$ cat src/sv/assert_macros.svh
// ----------------------------------------------------------------------------
// assert_macros.svh
// Concurrent assertion helpers; compiled out when SYNTH is defined.
// ----------------------------------------------------------------------------
`ifndef ASSERT_MACROS_SVH
`define ASSERT_MACROS_SVH

`ifndef SYNTH

// ante holds -> cons holds in the same cycle
`define ASSERT_IMPL(lbl, clk, rst, ante, cons, msg) \
  lbl: assert property (@(posedge clk) disable iff (rst) (ante) |-> (cons)) \
    else $error(msg);

// ante holds -> cons holds in the next cycle
`define ASSERT_NEXT(lbl, clk, rst, ante, cons, msg) \
  lbl: assert property (@(posedge clk) disable iff (rst) (ante) |=> (cons)) \
    else $error(msg);

// cond holds at every edge out of reset
`define ASSERT_ALWAYS(lbl, clk, rst, cond, msg) \
  lbl: assert property (@(posedge clk) disable iff (rst) (cond)) \
    else $error(msg);

`else

`define ASSERT_IMPL(lbl, clk, rst, ante, cons, msg)
`define ASSERT_NEXT(lbl, clk, rst, ante, cons, msg)
`define ASSERT_ALWAYS(lbl, clk, rst, cond, msg)

`endif

`endif

$ cat src/sv/mfx_pkg.sv
// ----------------------------------------------------------------------------
// mfx_pkg
// Shared types and defaults of the message FIFO with XOR check byte.
// ----------------------------------------------------------------------------
`timescale 1ns / 1ps

package mfx_pkg;

  localparam int BYTE_DEPTH_DEF    = 1024;
  localparam int MSG_DEPTH_DEF     = 16;
  localparam int MAX_MSG_BYTES_DEF = 255;

  // message length (check byte included) and in-message position
  localparam int LEN_W = 9;

  typedef enum logic [1:0] {
    CMD_PUSH  = 2'd0,
    CMD_CLOSE = 2'd1,
    CMD_READ  = 2'd2,
    CMD_CLEAR = 2'd3
  } cmd_t;

  typedef enum logic [1:0] {
    ST_OK    = 2'd0,
    ST_FULL  = 2'd1,
    ST_EMPTY = 2'd2,
    ST_LONG  = 2'd3
  } status_t;

  typedef struct packed {
    cmd_t       cmd;
    logic [7:0] data_in;
  } mfx_in_t;

  typedef struct packed {
    status_t    status;
    logic [7:0] data_out;
    logic       last;
    logic [4:0] message_count;
  } mfx_out_t;

endpackage

$ cat src/sv/mfx_ram.sv
// ----------------------------------------------------------------------------
// mfx_ram
// Simple dual-port synchronous RAM, one write and one registered read port.
// ----------------------------------------------------------------------------
`timescale 1ns / 1ps

module mfx_ram #(
  parameter int DEPTH = mfx_pkg::MSG_DEPTH_DEF,
  parameter int WIDTH = 8
) (
  input  logic                     clk,
  input  logic                     we,
  input  logic [$clog2(DEPTH)-1:0] waddr,
  input  logic [WIDTH-1:0]         wdata,
  input  logic                     re,
  input  logic [$clog2(DEPTH)-1:0] raddr,
  output logic [WIDTH-1:0]         rdata
);

  logic [WIDTH-1:0] mem [DEPTH];

  always_ff @(posedge clk) begin
    if (we) begin
      mem[waddr] <= wdata;
    end
    if (re) begin
      rdata <= mem[raddr];
    end
  end

endmodule

$ cat config.mk
export PLATFORM = sky130hd
export DESIGN_NAME = mfx_ram
export DESIGN_NICKNAME = d
export VERILOG_FILES = /design/src/sv/assert_macros.svh /design/src/sv/mfx_pkg.sv /design/src/sv/mfx_ram.sv
export SDC_FILE = /design/constraint.sdc
export NUM_CORES = 1
export LEC_CHECK = 0
export BUFFER_PORTS_ARGS = -buffer_cell sky130_fd_sc_hd__buf_2
export CORE_ASPECT_RATIO = 0.6
export CORE_MARGIN = 4
export CORE_UTILIZATION = 35
export CTS_CLUSTER_DIAMETER = 30
export DETAILED_ROUTE_END_ITERATION = 8
export PLACE_DENSITY = 0.46
export SLEW_MARGIN = 20
export SYNTH_ARGS = -nofsm -noshare
export SYNTH_HDL_FRONTEND = slang
export SYNTH_SLANG_ARGS = --single-unit
$ cat constraint.sdc
create_clock -name clk -period 1.9 [get_ports clk]
set_clock_uncertainty 0.05 [all_clocks]
set_input_delay 0.19 -clock clk [delete_from_list [all_inputs] [get_ports clk]]
set_output_delay 0.19 -clock clk [all_outputs]
set_load 0.005 [all_outputs]
==> results.md <==
- Levels on crit path: 3
- Critical path type: reg2reg
- Clock tree buffer depth: 2
- CP bufs+invs: 0
- Worst R2R Start: mem[1][2]
- Antenna violations before repair: 0
- F_max: roughly 0.66 GHz
- Worst Hold Class: in2reg
- First-pass GRT wire length: 16.7 mm
- Critical path startpoint category: flop
- Layout cells sized above 1: 33.1%
- Hold_buf cts: 0
- Port-buffer cells: 26
- IO Count: 27
- Crit-path cells: mux4_1 -> a22oi_1 -> nand2_1
- Cells after synthesis: between 200 and 250
- Multi-input logic area: ~1100 um^2
- Clock Sinks: 136
- Largest net degree at the start of global routing: 23
- Layout area overhead: 21.0%
- Slew Limit Fails: 0
- Routed WL per cell: 22.4 um
- DP HPWL: around 7.3 mm
- Vias in the first global route: 2,571
- Starting Density: roughly 36%
- Setup TNS: 0 ns
- Critical Path Sink Type: flop
- Arr. time, crit path: about 1.6 ns
- Reg2reg end: rdata[2]
- Fin. Hold Viols: 0
- Crit path largest cell delay: roughly 0.52 ns
- Core ar.: about 15,000 um^2
- Post-Layout Cell Count: 500
- Vias: 2,503
- WP data required: approximately 2 ns
- Residual DRC count: 0
- Crit path to: rdata[2]
- Worst slew pin tran: about 0.44 ns
- Worst-path fanout max: 1
- RSZ-0062 raised after global routing: no
- CTS tree: yes
- Starting DRT DRC Count: 200
- Max_cap viols: 0
- Top delay family on crit path: multiplexers
- Worst skew pair latency: between 0.4 and 0.5 ns
- Placed cells: between 400 and 500
- Pwr dens: 1090 nW/um^2
- Final net count: ~310
- GRT Overall Usage: between 10 and 15%
- Root Buffer: clkbuf_16
- CTS Buf Count: 17
- Post-CTS Setup Inserts: 0
- Synthesized area per cell: 22.8 um^2
- Final setup viols: 0
- R2R Setup Slk: 0.39 ns
- Minimum clock period: roughly 1.5 ns
- Yosys warning total: 0
- Slew Limit Headroom: a little over two thirds
- Routability congestion estimate: around 0.76
- Antenna-violating nets left: 0
- Slowest-stage cell, CP: mux4_1
- Final wirelength: 11.2 mm
- Die W: around 170 um
- Synthesized Nets: roughly 250
- Drt via density: 5.01
- Synth cell types: 18
- Fillers: 1,286
- Cell Area, Synth: 5230 um^2
- ANT cells: 0
- Cell Rows: 34
- CP startpoint: mem[1][2]
- H-tree depth reported by CTS: 4
- Area post-placement: about 5700 um^2
- Final instance area: roughly 6300 um^2
- DRT Pass-1 Iters: 4
- Post-cts sizing count: 0
- Seq cells post-synth: between 100 and 150
- Sequential element share of the synthesized area: between 70% and 80%
- Maximum vdd drop: roughly 0.00048 V
- FF/Latch Area: 4080 um^2
- Status: completed
- Die Area: 17,000 um^2
- Leakage dissipation: 2.12 nW
- R2R depth: 3
- Die H: 103 um
- Gr ovfl total: 0
- Worst-path clk slew: 0.06 ns
- Fin crit share: 79.3%
-- worst register-to-register path: stages (launching register included) --
cell and delay (ns):
edfxtp_1 0.38, mux4_1 0.52, a22oi_1 0.25, nand2_1 0.08
-- stage by stage --
| stage | total power (W) | setup WS (ns) | utilization (%) | hold slack [ns] |
|---|---|---|---|---|
| after global routing | 0.00715 | 0.321 | 43.5 | 0.109 |
| after global placement | 0.00379 | 0.140 | 39.5 | 0.535 |
| after floorplan | 0.00363 | 0.167 | - | 0.239 |
| after detailed placement | 0.00379 | 0.132 | 39.5 | 0.537 |
| after CTS | 0.00697 | 0.375 | 43.5 | 0.100 |
| final | 0.00692 | 0.393 | 43.5 | 0.112 |
-- cells in the mapped netlist (all sizes together) --
master	number	area share [%]
a22oi	16	2.3
buf	7	1.1
and2b	1	0.14
nand2	9	0.65
mux4	32	15
edfxtp	136	78
nor2b	1	0.12
and2	1	0.12
nand2b	2	0.24
nand3b	2	0.29
nand3	1	0.096
clkdlybuf4s25	3	0.57
nor3	4	0.38
nor2	13	0.93
or3b	1	0.17
-- cells in the final DEF, fill, tap and decap left out, drive strengths merged --
cell	n
nand3	1
mux4	32
a22oi	16
nor3	4
clkinv	5
nand2b	2
inv	2
nand2	9
and2	1
edfxtp	136
or3b	1
nand3b	2
and2b	1
nor2	13
buf	51
nor2b	1
bufinv	2
clkinvlp	5
clkbuf	18
-- worst min-delay path by stage --
stage	start	end	cells past startpoint
5_1_grt	wdata[4]	mem[14][4]	1
6_report	wdata[2]	mem[10][2]	1
3_5_place_dp	rdata[1]	rdata[1]	1
4_1_cts	wdata[4]	mem[14][4]	1
2_1_floorplan	wdata[0]	mem[0][0]	0
3_3_place_gp	rdata[1]	rdata[1]	1
-- power breakdown --
| group | internal, W | total (W) | switching, W | leakage [nW] |
|---|---|---|---|---|
| logic | 0.000140 | 0.000321 | 0.000181 | 0.619 |
| clock network | 0.00194 | 0.00319 | 0.00126 | 0.267 |
| registers | 0.00338 | 0.00340 | 0.0000217 | 1.24 |
-- flip-flops by register name (all words and copies together) (netlist names) --
register and cells:
mem 128, rdata 8
-- kinds of logic after synthesis --
group                  share of synthesized area, %
AO/OA/AOI/OAI                                  2.30
buffers and inverters                          1.65
flip-flops                                     78.1
multiplexers                                   14.8
AND/OR/NAND/NOR                                3.14
-- cell type report --
cell class              count  share of cell area [%]
flip-flops and latches    136                    64.6
multi-input cells          83                    16.7
clock buffers              18                    6.79
repair buffers             51                    5.62
well taps                 198                    3.92
clock inverters            14                    2.37
-- metal layers --
metal	global-route usage [%]	part of all wire [%]
met5	0	0
met2	19.4	42
met3	3.91	6.1
met4	4.94	1.2
met1	21.1	51
Power figures use the tool's default switching activity.
